===== src/hdl/dbcr_pkg.sv =====
`timescale 1ns / 1ps
// ----------------------------------------------------------------------------
// dbcr_pkg: shared types and constants for the cell raster block
// Codes, register resets, field widths and the geometry sequencer types.
// ----------------------------------------------------------------------------
package dbcr_pkg;

  localparam int unsigned CFG_IDX_W  = 2;
  localparam int unsigned CFG_DATA_W = 13;
  localparam int unsigned DIM_REG_W  = 13;
  localparam int unsigned CS_W       = 7;
  localparam int unsigned PIX_W      = 8;
  localparam int unsigned COORD_W    = 12;

  localparam logic [DIM_REG_W-1:0] FW_RESET = 13'd1920;
  localparam logic [DIM_REG_W-1:0] FH_RESET = 13'd1080;
  localparam logic [CS_W-1:0]      CS_RESET = 7'd8;
  localparam logic [CS_W-1:0]      CS_MAX   = 7'd64;
  localparam logic [CS_W-1:0]      CS_MIN   = 7'd1;

  localparam logic [PIX_W-1:0] PIX_ON  = 8'hFF;
  localparam logic [PIX_W-1:0] PIX_OFF = 8'h00;

  localparam logic FUNC_LOAD  = 1'b0;
  localparam logic FUNC_PIXEL = 1'b1;

  typedef enum logic [CFG_IDX_W-1:0] {
    CFG_FRAME_WIDTH  = 2'd0,
    CFG_FRAME_HEIGHT = 2'd1,
    CFG_CELL_SIZE    = 2'd2
  } cfg_idx_e;

  typedef enum logic [2:0] {
    GEOM_IDLE,
    GEOM_COLS,
    GEOM_ROWS,
    GEOM_X,
    GEOM_Y,
    GEOM_MUL,
    GEOM_DONE
  } geom_state_e;

  typedef struct packed {
    logic busy;
    logic load;
  } geom_stat_t;

endpackage


===== src/hdl/dbcr_div.sv =====
`timescale 1ns / 1ps
// ----------------------------------------------------------------------------
// dbcr_div: restoring divider by the cell size
// One quotient bit per cycle; done pulses once quotient and remainder hold.
// ----------------------------------------------------------------------------
module dbcr_div #(
  parameter int unsigned DW = 13
) (
  input  logic                   clk_i,
  input  logic                   rst_ni,
  input  logic                   start_i,
  input  logic [DW-1:0]          dividend_i,
  input  logic [dbcr_pkg::CS_W-1:0] divisor_i,
  output logic                   done_o,
  output logic [DW-1:0]          quot_o,
  output logic [dbcr_pkg::CS_W-1:0] rem_o
);
  import dbcr_pkg::*;

  localparam int unsigned CNTW = $clog2(DW);

  logic            run_q, run_d;
  logic            done_q, done_d;
  logic [CNTW-1:0] cnt_q, cnt_d;
  logic [DW-1:0]   quo_q, quo_d;
  logic [CS_W-1:0] rem_q, rem_d;
  logic [CS_W-1:0] dvs_q, dvs_d;
  logic [CS_W:0]   trial;
  logic [CS_W:0]   diff;
  logic            ge;

  always_comb begin
    trial  = {rem_q, quo_q[DW-1]};
    diff   = trial - {1'b0, dvs_q};
    ge     = trial >= {1'b0, dvs_q};
    run_d  = run_q;
    done_d = 1'b0;
    cnt_d  = cnt_q;
    quo_d  = quo_q;
    rem_d  = rem_q;
    dvs_d  = dvs_q;
    if (start_i) begin
      run_d = 1'b1;
      cnt_d = '0;
      quo_d = dividend_i;
      rem_d = '0;
      dvs_d = divisor_i;
    end else if (run_q) begin
      rem_d = ge ? diff[CS_W-1:0] : trial[CS_W-1:0];
      quo_d = {quo_q[DW-2:0], ge};
      cnt_d = cnt_q + CNTW'(1);
      if (cnt_q == CNTW'(DW - 1)) begin
        run_d  = 1'b0;
        done_d = 1'b1;
      end
    end
  end

  always_ff @(posedge clk_i or negedge rst_ni) begin
    if (!rst_ni) begin
      run_q  <= 1'b0;
      done_q <= 1'b0;
      cnt_q  <= '0;
    end else begin
      run_q  <= run_d;
      done_q <= done_d;
      cnt_q  <= cnt_d;
    end
  end

  always_ff @(posedge clk_i) begin
    quo_q <= quo_d;
    rem_q <= rem_d;
    dvs_q <= dvs_d;
  end

  assign done_o = done_q;
  assign quot_o = quo_q;
  assign rem_o  = rem_q;

endmodule


===== src/hdl/dbcr_geom.sv =====
`timescale 1ns / 1ps
// ----------------------------------------------------------------------------
// dbcr_geom: cell grid geometry sequencer
// Derives grid size and the cell position of the raster after a setting change.
// ----------------------------------------------------------------------------
module dbcr_geom #(
  parameter int unsigned CW = 12,
  localparam int unsigned DW = CW + 1,
  localparam int unsigned BW = 2 * CW + 2
) (
  input  logic                      clk_i,
  input  logic                      rst_ni,
  input  logic                      kick_i,
  input  logic [DW-1:0]             fw_i,
  input  logic [DW-1:0]             fh_i,
  input  logic [dbcr_pkg::CS_W-1:0] cs_i,
  input  logic [CW-1:0]             raster_x_i,
  input  logic [CW-1:0]             raster_y_i,
  output dbcr_pkg::geom_stat_t      stat_o,
  output logic [DW-1:0]             cols_o,
  output logic [DW-1:0]             rows_o,
  output logic [DW-1:0]             cell_col_o,
  output logic [dbcr_pkg::CS_W-1:0] sub_x_o,
  output logic [DW-1:0]             cell_row_o,
  output logic [dbcr_pkg::CS_W-1:0] sub_y_o,
  output logic [BW-1:0]             row_base_o
);
  import dbcr_pkg::*;

  geom_state_e     state_q, state_d;
  logic            div_start;
  logic [DW-1:0]   div_dividend;
  logic            div_done;
  logic [DW-1:0]   div_quot;
  logic [CS_W-1:0] div_rem;

  logic [DW-1:0]   cols_q, rows_q, cell_col_q, cell_row_q;
  logic [CS_W-1:0] sub_x_q, sub_y_q;
  logic [BW-1:0]   row_base_q;

  dbcr_div #(
    .DW(DW)
  ) u_div (
    .clk_i      (clk_i),
    .rst_ni     (rst_ni),
    .start_i    (div_start),
    .dividend_i (div_dividend),
    .divisor_i  (cs_i),
    .done_o     (div_done),
    .quot_o     (div_quot),
    .rem_o      (div_rem)
  );

  always_ff @(posedge clk_i or negedge rst_ni) begin
    if (!rst_ni) begin
      state_q <= GEOM_IDLE;
    end else begin
      state_q <= state_d;
    end
  end

  always_comb begin
    state_d      = state_q;
    div_start    = 1'b0;
    div_dividend = fw_i;
    stat_o.load  = 1'b0;
    if (kick_i) begin
      state_d   = GEOM_COLS;
      div_start = 1'b1;
    end else begin
      unique case (state_q)
        GEOM_IDLE: ;
        GEOM_COLS: if (div_done) begin
          state_d      = GEOM_ROWS;
          div_start    = 1'b1;
          div_dividend = fh_i;
        end
        GEOM_ROWS: if (div_done) begin
          state_d      = GEOM_X;
          div_start    = 1'b1;
          div_dividend = DW'(raster_x_i);
        end
        GEOM_X: if (div_done) begin
          state_d      = GEOM_Y;
          div_start    = 1'b1;
          div_dividend = DW'(raster_y_i);
        end
        GEOM_Y: if (div_done) begin
          state_d = GEOM_MUL;
        end
        GEOM_MUL: state_d = GEOM_DONE;
        GEOM_DONE: begin
          state_d     = GEOM_IDLE;
          stat_o.load = 1'b1;
        end
        default: state_d = GEOM_IDLE;
      endcase
    end
    stat_o.busy = (state_q != GEOM_IDLE);
  end

  always_ff @(posedge clk_i) begin
    if (div_done && state_q == GEOM_COLS) begin
      cols_q <= div_quot;
    end
    if (div_done && state_q == GEOM_ROWS) begin
      rows_q <= div_quot;
    end
    if (div_done && state_q == GEOM_X) begin
      cell_col_q <= div_quot;
      sub_x_q    <= div_rem;
    end
    if (div_done && state_q == GEOM_Y) begin
      cell_row_q <= div_quot;
      sub_y_q    <= div_rem;
    end
    if (state_q == GEOM_MUL) begin
      row_base_q <= BW'(cell_row_q * cols_q);
    end
  end

  assign cols_o     = cols_q;
  assign rows_o     = rows_q;
  assign cell_col_o = cell_col_q;
  assign sub_x_o    = sub_x_q;
  assign cell_row_o = cell_row_q;
  assign sub_y_o    = sub_y_q;
  assign row_base_o = row_base_q;

endmodule


===== config.mk =====
export PLATFORM = sky130hd
export DESIGN_NAME = dbcr_geom
export DESIGN_NICKNAME = d
export VERILOG_FILES = /design/src/hdl/dbcr_pkg.sv /design/src/hdl/dbcr_div.sv /design/src/hdl/dbcr_geom.sv
export SDC_FILE = /design/constraint.sdc
export NUM_CORES = 1
export LEC_CHECK = 0
export BUFFER_PORTS_ARGS = -buffer_cell sky130_fd_sc_hd__buf_2
export CORE_ASPECT_RATIO = 1.2
export CORE_MARGIN = 2
export CORE_UTILIZATION = 40
export DETAILED_ROUTE_END_ITERATION = 12
export PLACE_DENSITY = 0.68
export SYNTH_ARGS = -nofsm -noshare
export SYNTH_HDL_FRONTEND = slang
export SYNTH_SLANG_ARGS = --single-unit

===== constraint.sdc =====
create_clock -name clk_i -period 4.5 [get_ports clk_i]
set_clock_uncertainty 0.05 [all_clocks]
set_input_delay 0.675 -clock clk_i [delete_from_list [all_inputs] [get_ports clk_i]]
set_output_delay 0.675 -clock clk_i [all_outputs]
set_load 0.02 [all_outputs]

==> results.py, run 1 <==
metrics = {
    "yosys": {
        "syn_area_per_cell_um2": 10.6,
        "synth_nets": 1264,
        "netlist_area_um2": 10600,
        "synth.distinct_cells": 55,
        "synthCells": 1002,
        "yosys_warnings": 0,
        "synth-seq-cells": 128,
        "yosysTopAreaCell": "edfxtp_1",
        "synth_area_leaders": "edfxtp_1, fa_1, ha_1",
        "seq_area_frac_synth_pct": 35.2,
        "ys.flop_type": "edfxtp_1",
        "yosysTopAreaCellShare_pct": 31.7,
        "async_reset_ff_share_pct": 7.03,
        "synth-edff-count": 112,
    },
    "critical_path": {
        "arrival_ns": 5.10,
        "cp-end-kind": "register",
        "max_stage_delay_ns": 0.55,
        "critPathMostFrequentCell": "fa_1",
        "critPathSlowestCell": "fa_1",
        "critPathMaxFanout": 7,
        "crit_type": "register to register",
        "worstSetupStartpointType": "register",
        "path_cells": "buf_4, buf_4, nand2_1, fa_1, fa_1, inv_1, fa_1, fa_1, inv_1, fa_1, inv_1, ha_4, a21oi_2, o21ai_2, o41a_1, buf_4, xor2_1",
        "critPathRequiredTime_ns": 4.63,
    },
    "run_status": {
        "violations": "negative setup slack",
        "outcome": "complete, but fails checks",
    },
    "global_route": {
        "grt_pass1_vias": 8543,
        "overflow": 0,
        "antenna_found_initial": 0,
        "grt_max_degree": 27,
        "track_usage_pct": 19.1,
        "grt_pass1_wl_um": 42200,
    },
    "timing": {
        "setup_viol": 16,
        "fmaxAchievable_mhz": 201,
        "fin_ws_ns": -0.467,
        "hold_violations": 0,
        "worst_slew_pin_slew_ns": 1.14,
        "slew_headroom_pct": 23.4,
        "rsz0062_at_grt": "true",
        "maxSlewViolCount": 0,
        "finalCriticalPeriod_ns": 4.97,
        "period_share_pct": 110,
    },
    "place": {
        "hpwl_um": 20500,
        "portBuffers": 153,
        "gp_congestion": 0.903,
    },
    "floorplanning": {
        "die_w_um": 153,
        "io_pins": 154,
        "rows": 65,
        "start_util_pct": 40.5,
        "dieArea_um2": 27800,
        "die_y_um": 182,
        "fp.coreArea_um2": 26200,
    },
    "routing": {
        "via_per_inst": 4.88,
        "drtIter0Drc": 367,
        "drc": 0,
        "num_vias": 7966,
        "wl_per_cell_um": 15.6,
        "firstDrtPassIters": 4,
        "finalWirelength_um": 25500,
        "drtAntennaViolNets": 0,
    },
    "finish": {
        "diodes": 0,
        "final_util_pct": 52.3,
        "drive_gt1_share_pct": 31.0,
        "area_growth_pct": 29.2,
        "final_nets": 1545,
    },
    "clock_network": {
        "ctsHtreeMaxLevel": 4,
        "cts_hold_buffers": 0,
        "cts_buffer_depth": 2,
        "cts_tree": "built",
        "cts_root_buf": "clkbuf_16",
        "clock_latency_ns": 0.43,
        "cts_sinks": 128,
        "clk_pin_slew_ns": 0.06,
        "cts_buffers": 17,
    },
    "power": {
        "finalPower_mw": 3.11,
        "vdd_drop_max_v": 0.000268,
        "powerDensity_nw_per_um2": 227,
        "leakagePower_nw": 6.53,
    },
    "hold_path": {
        "hp-class": "primary input to async pin",
    },
    "run": {
        "max_cap_viol_count": 0,
    },
}
[cell usage after synthesis (17+ instances only)]
master,n
nor3_1,17
nor2_1,38
o21ai_0,18
inv_1,196
edfxtp_1,112
nand2_1,110
a21oi_1,28
and2_1,83
ha_1,80
clkbuf_1,36
xnor2_1,17
fa_1,122
[sequential cells by signal (all words and copies together) (netlist names)]
name / flops
u_div.done_o: 1
cols_o: 13
cell_row_o: 13
row_base_o: 26
u_div.run_q: 1
sub_x_o: 7
sub_y_o: 7
u_div.quot_o: 13
cell_col_o: 13
rows_o: 13
u_div.dvs_q: 7
u_div.rem_o: 7
u_div.cnt_q: 4
state_q: 3
[worst max-delay path: cells and delay by family, from the launching register on]
kind / cells / cell delay (ns)
adder cells (fa/ha/maj): 6 / 2.66
AO/OA/AOI/OAI: 3 / 0.70
buffers and inverters: 6 / 0.62
flip-flops: 1 / 0.51
XOR/XNOR: 1 / 0.13
AND/OR/NAND/NOR: 1 / 0.07
[repair_timing]
action	4_1_cts	5_1_grt
endpoints found under the setup margin	17	17
gates resized for setup	23	15
pin swaps	17	22
setup buffers	21	4
[kinds of logic (layout without fill, tap and decap cells)]
logic type	count (synthesis)	after routing	synth area share (%)
AOI/OAI and AO/OA	113	113	7.40
xor gates and xnor gates	27	27	2.23
adders and majority gates	202	202	32.5
buffers and inverters	238	532	8.48
DFF	128	128	35.2
muxes	10	10	1.02
and+or+nand+nor	284	284	13.2
[cell usage in the layout, fill, tap and decap left out, drive strengths merged, types with 10 or more instances in the layout]
cell | netlist | final
clkbuf | 36 | 20
a221o | 11 | 11
nor3 | 17 | 17
fa | 122 | 122
o21ai | 20 | 20
buf | 6 | 304
edfxtp | 112 | 112
inv | 196 | 202
nand2 | 110 | 110
ha | 80 | 80
and2 | 83 | 83
xnor2 | 17 | 17
xor2 | 10 | 10
nor2 | 38 | 38
a21oi | 28 | 28
a21o | 10 | 10
[cell type report]
type / instances / area, µm²
clock buffers: 20 / 437
clock inverters: 12 / 123
fillers: 2311 / 12500
inverters: 196 / 736
multi-input cells: 636 / 6320
flip-flops and latches: 128 / 3730
well taps: 335 / 419
repair buffers: 304 / 1930
[per-layer routing]
| layer | GRT usage (%) | part of all wire (%) |
|---|---|---|
| met3 | 3.37 | 3.8 |
| met4 | 6.70 | 2.1 |
| met1 | 22.3 | 42 |
| met2 | 35.2 | 52 |
| met5 | 0 | 0 |
[report_power, final]
group | total, mW | internal, mW | switching (mW)
Combinational | 0.338 | 0.170 | 0.169
Sequential | 1.43 | 1.36 | 0.0665
Clock | 1.34 | 0.771 | 0.572
Total | 3.11 | 2.30 | 0.808
[through the flow]
stage | cell area (µm²) | std cells | hold WS, ns | worst slack, ns | TNS [ns]
2_1_floorplan | 10900 | 1002 | 0.329 | -0.444 | -3.88
3_3_place_gp | 12800 | 1574 | 0.463 | -0.544 | -6.49
3_5_place_dp | 12800 | 1574 | 0.467 | -0.567 | -7.04
4_1_cts | 13600 | 1627 | 0.0198 | -0.451 | -5.34
5_1_grt | 13700 | 1631 | 0.0306 | -0.637 | -8.77
6_report | 13700 | 1631 | 0.0391 | -0.467 | -5.89
[final timing paths]
check | start | endpoint | slack [ns] | depth (start not counted)
max reg2reg | cell_row_o[8]$_DFFE_PP_ | row_base_o[15]$_DFFE_PP_ | -0.47 | 17
max in group asynchronous | rst_ni | u_div.cnt_q[3]$_DFFE_PN0P_ | 4.17 | 1
max | cell_row_o[8]$_DFFE_PP_ | row_base_o[15]$_DFFE_PP_ | -0.47 | 17
min | rst_ni | u_div.cnt_q[1]$_DFFE_PN0P_ | 0.04 | 1
min in group clk_i | cs_i[5] | u_div.dvs_q[5]$_DFFE_PN_ | 0.37 | 1
min reg2reg | u_div.rem_o[1]$_SDFFE_PN0P_ | u_div.rem_o[1]$_SDFFE_PN0P_ | 0.49 | 2
Power figures use the tool's default switching activity.
==> run 2, diff against run 1 <==
- CORE_UTILIZATION: 40 -> 53
- PLACE_DENSITY: 0.68 -> 0.84
- SKIP_LAST_GASP: default -> 1
==> run 2 against run 1 <==
The flow still finishes with violations (negative setup slack). Flip-flop and latch count unchanged. Non-clock buffer count is 7 lower. Clock power grew 4%. Die area is 24% lower. Sequential power hardly changed.
==> results.py, run 2 (synthesis gave the netlist of run 1 again) <==
metrics = {
    "routing": {
        "wl_per_cell_um": 17.8,
        "num_vias": 8332,
        "via_per_inst": 5.37,
        "drtAntennaViolNets": 0,
        "firstDrtPassIters": 6,
        "drc": 0,
        "drtIter0Drc": 470,
        "finalWirelength_um": 27500,
    },
    "critical_path": {
        "critPathMaxFanout": 5,
        "cp-end-kind": "register",
        "crit_type": "register to register",
        "worstSetupStartpointType": "register",
        "arrival_ns": 5.14,
        "critPathRequiredTime_ns": 4.62,
    },
    "finish": {
        "most-common-layout-cells": "inv_1, buf_2, buf_4, fa_1, edfxtp_1",
        "final_util_pct": 69.2,
        "num-fill-cells": 1304,
        "drive_gt1_share_pct": 30.7,
        "design_area_um2": 13500,
        "area_growth_pct": 27.6,
        "final_nets": 1538,
        "layoutNonFillerInstCount": 1551,
        "regArea_um2": 3730,
        "largest_register_ffs": 26,
        "multi_input_area_um2": 6280,
        "layout_commonest_cell": "inv_1",
    },
    "timing": {
        "finalCriticalPeriod_ns": 5.02,
        "rsz0062_at_grt": "true",
        "worst_slew_pin_slew_ns": 1.18,
        "hold_violations": 0,
        "setup_viol": 17,
        "fin_ws_ns": -0.519,
        "slew_headroom_pct": 20.7,
        "fmaxAchievable_mhz": 199,
        "maxSlewViolCount": 0,
        "period_share_pct": 112,
        "fin_setup_tns_ns": -6.31,
    },
    "power": {
        "finalPower_mw": 3.16,
        "vdd_drop_max_v": 0.000270,
        "leakagePower_nw": 6.51,
        "powerDensity_nw_per_um2": 234,
    },
    "global_route": {
        "antenna_found_initial": 1,
        "track_usage_pct": 27.0,
        "grt_pass1_vias": 9000,
        "grt_max_degree": 27,
        "grt_pass1_wl_um": 44700,
        "overflow": 0,
    },
    "clock_network": {
        "cts_sinks": 128,
        "cts_buffer_depth": 2,
        "cts_root_buf": "clkbuf_16",
        "clk_pin_slew_ns": 0.06,
        "cts_tree": "built",
        "clock_latency_ns": 0.43,
        "cts_buffers": 17,
        "cts_hold_buffers": 0,
        "ctsHtreeMaxLevel": 4,
    },
    "place": {
        "portBuffers": 153,
        "placed_area_um2": 12600,
        "dp_cells": 1487,
        "hpwl_um": 20300,
        "gp_congestion": 0.901,
    },
    "run_status": {
        "outcome": "complete, but fails checks",
        "violations": "negative setup slack",
    },
    "floorplanning": {
        "dieArea_um2": 21100,
        "start_util_pct": 54.2,
        "io_pins": 154,
        "die_w_um": 133,
        "fp.coreArea_um2": 19500,
        "rows": 56,
        "die_y_um": 159,
    },
    "run": {
        "max_cap_viol_count": 0,
    },
    "hold_path": {
        "hp-class": "primary input to async pin",
    },
}
-- run 2: changes by cell type in the layout (fill, tap and decap cells not counted), sizes merged --
cell,before,now
buf,304,297
inv,202,198
clkinv,2,4
bufinv,1,2
clkbuf,20,21
diode,0,1
-- run 2: routing by layer --
layer  vias up  GRT usage, %  share of wire, %
li1       3777             -                 -
met5         -             0                 0
met3        79          5.59               6.2
met2       346          50.0                54
met1      4130          30.3                37
met4         0          10.3               2.6
-- run 2: layout make-up --
| class | count | share of cell area [%] |
|---|---|---|
| inverter | 196 | 5.44 |
| sequential | 128 | 27.6 |
| antenna | 1 | 0.0185 |
| clock inverter | 11 | 0.971 |
| timing repair buffer | 297 | 13.8 |
| tap | 261 | 2.41 |
| multi-input combinational | 636 | 46.4 |
| clock buffer | 21 | 3.40 |
-- run 2: worst paths after layout --
path                                             startpoint                  endpoint  slack, ns  depth (start not counted)
max in group asynchronous                            rst_ni    state_q[0]$_DFFE_PN0P_       4.18                          1
worst min-delay path                                 rst_ni    state_q[2]$_DFFE_PN0P_       0.04                          1
worst max-delay path                    cols_o[2]$_DFFE_PP_  row_base_o[20]$_DFFE_PP_      -0.52                         21
min in group clk_i                                  cs_i[5]  u_div.dvs_q[5]$_DFFE_PN_       0.37                          1
worst max register to register          cols_o[2]$_DFFE_PP_  row_base_o[20]$_DFFE_PP_      -0.52                         21
worst min register to register  u_div.rem_o[0]$_SDFFE_PN0P_      sub_x_o[0]$_DFFE_PP_       0.47                          0
-- run 2: what timing repair did --
| item | in CTS | in global routing |
|---|---|---|
| setup buffers | 26 | 5 |
| gates cloned | 0 | 0 |
| endpoints found under the setup margin | 17 | 18 |
| pin swaps | 14 | 5 |
| gates resized for setup | 27 | 7 |
-- run 2: worst max-delay path, stage by stage, from the launching register on --
cell and delay, ns:
edfxtp_1 0.46, buf_4 0.20, buf_4 0.13, and2_1 0.17, fa_2 0.54, inv_1 0.06, fa_2 0.51, inv_1 0.04
ha_1 0.27, ha_1 0.28, inv_1 0.04, fa_1 0.47, inv_1 0.04, ha_1 0.30, a211oi_2 0.25, buf_4 0.16
o211ai_1 0.11, nand2_2 0.12, o211ai_1 0.10, buf_4 0.16, a31oi_2 0.19, xnor2_1 0.09
-- run 2: power breakdown --
| group | internal, mW | switching (mW) |
|---|---|---|
| clock network | 0.849 | 0.547 |
| registers | 1.36 | 0.0644 |
| logic | 0.170 | 0.174 |
-- run 2: per-stage QoR --
| stage | hold slack [ns] | setup slack [ns] |
|---|---|---|
| 2_1_floorplan | 0.329 | -0.444 |
| 3_3_place_gp | 0.456 | -0.464 |
| 3_5_place_dp | 0.443 | -0.575 |
| 4_1_cts | 0.0375 | -0.456 |
| 5_1_grt | 0.0381 | -0.724 |
| 6_report | 0.0395 | -0.519 |
